## src/hdl/lmjcd_pkg.sv

```systemverilog
package lmjcd_pkg;

  localparam int CLASS_W = 2;
  localparam int REG_W = 7;
  localparam int PC_W = 64;
  localparam int CNT_W = 64;
  localparam int GAP_W = 4;

  localparam logic [CLASS_W-1:0] CLS_OTHER = 2'd0;
  localparam logic [CLASS_W-1:0] CLS_LOAD = 2'd1;
  localparam logic [CLASS_W-1:0] CLS_EXP = 2'd2;

  localparam logic [GAP_W-1:0] MAX_GAP_RESET = 4'd4;
  localparam logic [REG_W-1:0] REG_NONE = 7'h7F;

  // Controller to datapath
  typedef struct packed {
    logic capture;
    logic scan_step;
    logic hash1;
    logic hash2;
    logic commit;
  } lmjcd_cmd_t;

  // Datapath to controller
  typedef struct packed {
    logic search_go;
    logic hit;
    logic last_li;
    logic out_free;
  } lmjcd_sts_t;

endpackage

```

## src/hdl/lmjcd_ctrl.sv

```systemverilog
module lmjcd_ctrl
  import lmjcd_pkg::*;
(
  input  logic       clk,
  input  logic       rst,
  input  logic       in_valid,
  output logic       in_ready,
  input  lmjcd_sts_t sts,
  output lmjcd_cmd_t cmd
);

  localparam logic [2:0] S_IDLE = 3'd0;
  localparam logic [2:0] S_SCAN = 3'd1;
  localparam logic [2:0] S_HASH1 = 3'd2;
  localparam logic [2:0] S_HASH2 = 3'd3;
  localparam logic [2:0] S_FINISH = 3'd4;

  logic [2:0] state;
  logic [2:0] state_next;

  // Sequence one item: capture, scan load candidates, hash, commit
  always_comb begin
    state_next = state;
    cmd = '0;
    in_ready = 1'b0;
    unique case (state)
      S_IDLE: begin
        in_ready = 1'b1;
        if (in_valid) begin
          cmd.capture = 1'b1;
          state_next = S_SCAN;
        end
      end
      S_SCAN: begin
        if (!sts.search_go) begin
          state_next = S_FINISH;
        end else begin
          cmd.scan_step = 1'b1;
          if (sts.hit) state_next = S_HASH1;
          else if (sts.last_li) state_next = S_FINISH;
        end
      end
      S_HASH1: begin
        cmd.hash1 = 1'b1;
        state_next = S_HASH2;
      end
      S_HASH2: begin
        cmd.hash2 = 1'b1;
        state_next = S_FINISH;
      end
      S_FINISH: begin
        if (sts.out_free) begin
          cmd.commit = 1'b1;
          state_next = S_IDLE;
        end
      end
      default: state_next = S_IDLE;
    endcase
  end

  always_ff @(posedge clk) begin
    if (rst) state <= S_IDLE;
    else state <= state_next;
  end

  a_capture_idle: assert property (@(posedge clk) disable iff (rst)
    cmd.capture |=> state == S_SCAN)
    else $error("capture did not start a scan");
  a_hash_order: assert property (@(posedge clk) disable iff (rst)
    cmd.hash2 |-> $past(cmd.hash1))
    else $error("second hash step without first");
  a_commit_idle: assert property (@(posedge clk) disable iff (rst)
    cmd.commit |=> in_ready)
    else $error("not ready after commit");

endmodule

```

## config.mk

```make
export PLATFORM = sky130hd
export DESIGN_NAME = lmjcd_ctrl
export DESIGN_NICKNAME = d
export VERILOG_FILES = /design/src/hdl/lmjcd_pkg.sv /design/src/hdl/lmjcd_ctrl.sv
export SDC_FILE = /design/constraint.sdc
export NUM_CORES = 1
export LEC_CHECK = 0
export ABC_CLOCK_PERIOD_IN_PS = 1530
export BUFFER_PORTS_ARGS = -buffer_cell sky130_fd_sc_hd__buf_2
export CAP_MARGIN = 20
export CELL_PAD_IN_SITES_DETAIL_PLACEMENT = 1
export CELL_PAD_IN_SITES_GLOBAL_PLACEMENT = 2
export CORE_AREA = 4 4 41 43
export CTS_CLUSTER_DIAMETER = 60
export CTS_CLUSTER_SIZE = 10
export DETAILED_ROUTE_END_ITERATION = 8
export DIE_AREA = 0 0 45 47
export GPL_TIMING_DRIVEN = 0
export HOLD_SLACK_MARGIN = 0.02
export PLACE_DENSITY_LB_ADDON = 0.1
export SLEW_MARGIN = 5
export SYNTH_ARGS = -nofsm -noshare
export SYNTH_HDL_FRONTEND = slang
export SYNTH_SLANG_ARGS = --single-unit
```

## constraint.sdc

```tcl
create_clock -name clk -period 1.53 [get_ports clk]
set_input_delay 0.2295 -clock clk [delete_from_list [all_inputs] [get_ports clk]]
set_output_delay 0.2295 -clock clk [all_outputs]
set_load 0.05 [all_outputs]
```

==> impl_metrics.csv <==
group,metric,value,unit
run_status,status,"completed",
power,p_leak,0.0001508,uW
floorplanning,die_w,45,um
final_layout,syn2layout_area_growth,63.19,%
placed_design,gp_congestion,0.6617,
clock_tree,worstSkewPairLatency,0.23,ns
placed_design,port_buffers,12,
floorplanning,row_count,13,
floorplanning,die_area,2115,sq um
clock_tree,post_cts_buffers,0,
clock_tree,clockBufferDepth,2,
global_route,antenna_found_initial,0,
worst_setup_path,startpoint,"state[2]",
power,internal_power,230.3,uW
timing,finalCritPeriodShare,94.68,%
timing,clock.fmax,690.3,MHz
final_layout,mostFrequentLayoutCells,"9 x buf_2, 4 x clkbuf_4, 3 x a211oi_1, 3 x dfxtp_1",
timing,grt_setup_unrepaired,"no",
power,design_power_total,364.6,uW
final_layout,top_register,"state",
worst_setup_path,required,1.30,ns
final_layout,mostFrequentLayoutCell,"buf_2",
timing,tns,0,ns
floorplanning,num_io_pins,13,
clock_tree,cts_sinks,3,
routing,vias_per_cell,4.382,
flow_run,cap_viol_max_count,0,
timing,finalMaxSlewViolations,0,
yosys,syn_avg_cell_area,8.498,sq um
placed_design,dp_slack,0.2176,ns
clock_tree,cts_tree,"done",
final_layout,final_layout_size_suffix_gt1_share,50.00,%
clock_tree,cts.reportedPaths.clkPinSlew,0.04,ns
yosys,synth_nets,31,
placed_design,post-dp-hpwl,502.6,um
yosys,ys_warn_count,0,
final_layout,top_regs,"state: 3 flops",
floorplanning,core-area,1301,sq um
worst_setup_path,crit_path_end_kind,"primary output",
power,sequentialPowerShare,26.5,%
clock_tree,htree_num_levels,1,
timing,hold_ws,0.2106,ns
worst_setup_path,startpoint_type,"flop",
timing,hold_violations,0,
routing,route.vias.total,241,
routing,drc,0,
timing,setup_viol,0,
worst_setup_path,r2r_start,"state[1]",
worst_setup_path,cp.arrival,1.22,ns
worst_hold_path,hold_start,"rst",
routing,drt-total-wl,668,um
yosys,syn_inst,24,
clock_tree,numCtsBuffers,3,
routing,wl_per_cell,12.15,um
timing,skew,0.003695,ns
timing,worst_slew_pin_slew,0.3437,ns
global_route,grt.overflow.total,0,
routing,drtAntennaViolNets,0,
clock_tree,cts_root_buf,"clkbuf_4",
final_layout,largest_reg_flops,3,
power,swShare,36.84,%
timing,slew_headroom,76.95,%
floorplanning,die_h,47,um
worst_hold_path,hold_path.class,"in -> reg",
power,power_switching,134.3,uW
global_route,grt_pass1_wl,1.090,mm
routing,drt_iter0_drc,1,
power,p_comb_share,35.8,%
worst_setup_path,r2r_slack,0.20,ns
yosys,ys_ff_latch,3,
worst_setup_path,crit_type,"reg -> out",
final_layout,antenna_cells,0,
routing,first_pass_iters,3,
yosys,synthesis.area,203.9,sq um
power,power_frac_clock,37.7,%
final_layout,fin_nets,48,
power,vdd_drop_max,0.3201,mV
placed_design,dp.cells,51,
timing,fin_crit,1.449,ns
timing,layout_setup_ws,0.08133,ns
global_route,grt_pass1_vias,276,
final_layout,finalNonFillerCells,55,
yosys,synth_cell_type_count,16,
yosys,seq_area_frac_synth,29.45,%
power,powerDensity,1095,nW/um^2
global_route,gr-usage-all-layers,7.893,%
floorplanning,start_util,15.67,%
global_route,grt_max_degree,11,
worst_setup_path,critical_path.max_fanout,10,
==> worst max-delay path: stages, from the launching register on <==
cell and delay (ns):
dfxtp_1 0.29, clkbuf_4 0.17, and4bb_2 0.35, buf_6 0.17
==> worst paths after layout <==
check / to / cells after the start
max reg2reg: state[2] / 3
max: cmd[3] / 3
min reg2reg: state[2] / 3
min: state[1] / 2
==> power by group through the flow <==
stage          registers [uW]  logic (uW)  clock network (uW)
2_1_floorplan            94.0        95.2                   0
5_1_grt                  97.5         141                 157
3_3_place_gp             98.1         125                   0
3_5_place_dp             97.5         125                   0
4_1_cts                  96.5         127                 148
6_report                 96.5         131                 138
==> synth_stat cells, drive strengths merged <==
master / number / share of area [%]
a211oi: 3 / 11
dfxtp: 3 / 29
a21oi: 2 / 4.9
and3b: 2 / 9.2
nand2b: 2 / 6.1
nor2: 2 / 3.7
nor3: 2 / 4.9
a22oi: 1 / 3.7
and2: 1 / 3.1
and4bb: 1 / 6.1
buf: 1 / 2.5
mux2i: 1 / 4.9
nand2: 1 / 1.8
nor3b: 1 / 3.7
or4b: 1 / 4.9
==> cells by family after synthesis <==
group,share of synthesized area [%]
AO/OA/AOI/OAI,19.63
buffers and inverters,2.452
flip-flops,29.45
multiplexers,4.908
AND/OR/NAND/NOR,43.56
==> stage by stage <==
stage	instance area (sq um)	utilization, %
6_report	332.8	25.58
5_1_grt	332.8	25.58
4_1_cts	321.6	24.71
3_5_place_dp	292.8	22.50
3_3_place_gp	292.8	22.50
2_1_floorplan	214.0	-
==> cell type report <==
class / count / area, sq um
Fill cell: 173 / 968.4
Buffer: 1 / 7.507
Clock buffer: 4 / 26.28
Tap cell: 15 / 18.77
Sequential cell: 3 / 60.06
Multi-Input combinational cell: 20 / 148.9
Timing Repair Buffer: 12 / 71.32
==> per-layer routing <==
layer  GRT usage, %  part of all wire [%]  up-vias  wire, um
met5              0                     0        -         0
met4          8.772                     0        0         0
met3          3.448                   6.0        0        40
met2          11.58                    53        8       356
met1          7.937                    41      108       272
li1               -                     -      125         -
==> what timing repair did <==
action | 4_1_cts | 5_1_grt
gates resized for setup | 1 | 6
endpoints found under the setup margin | 1 | 3
hold buffers | 0 | 0
(Power assumes the default switching activity.)
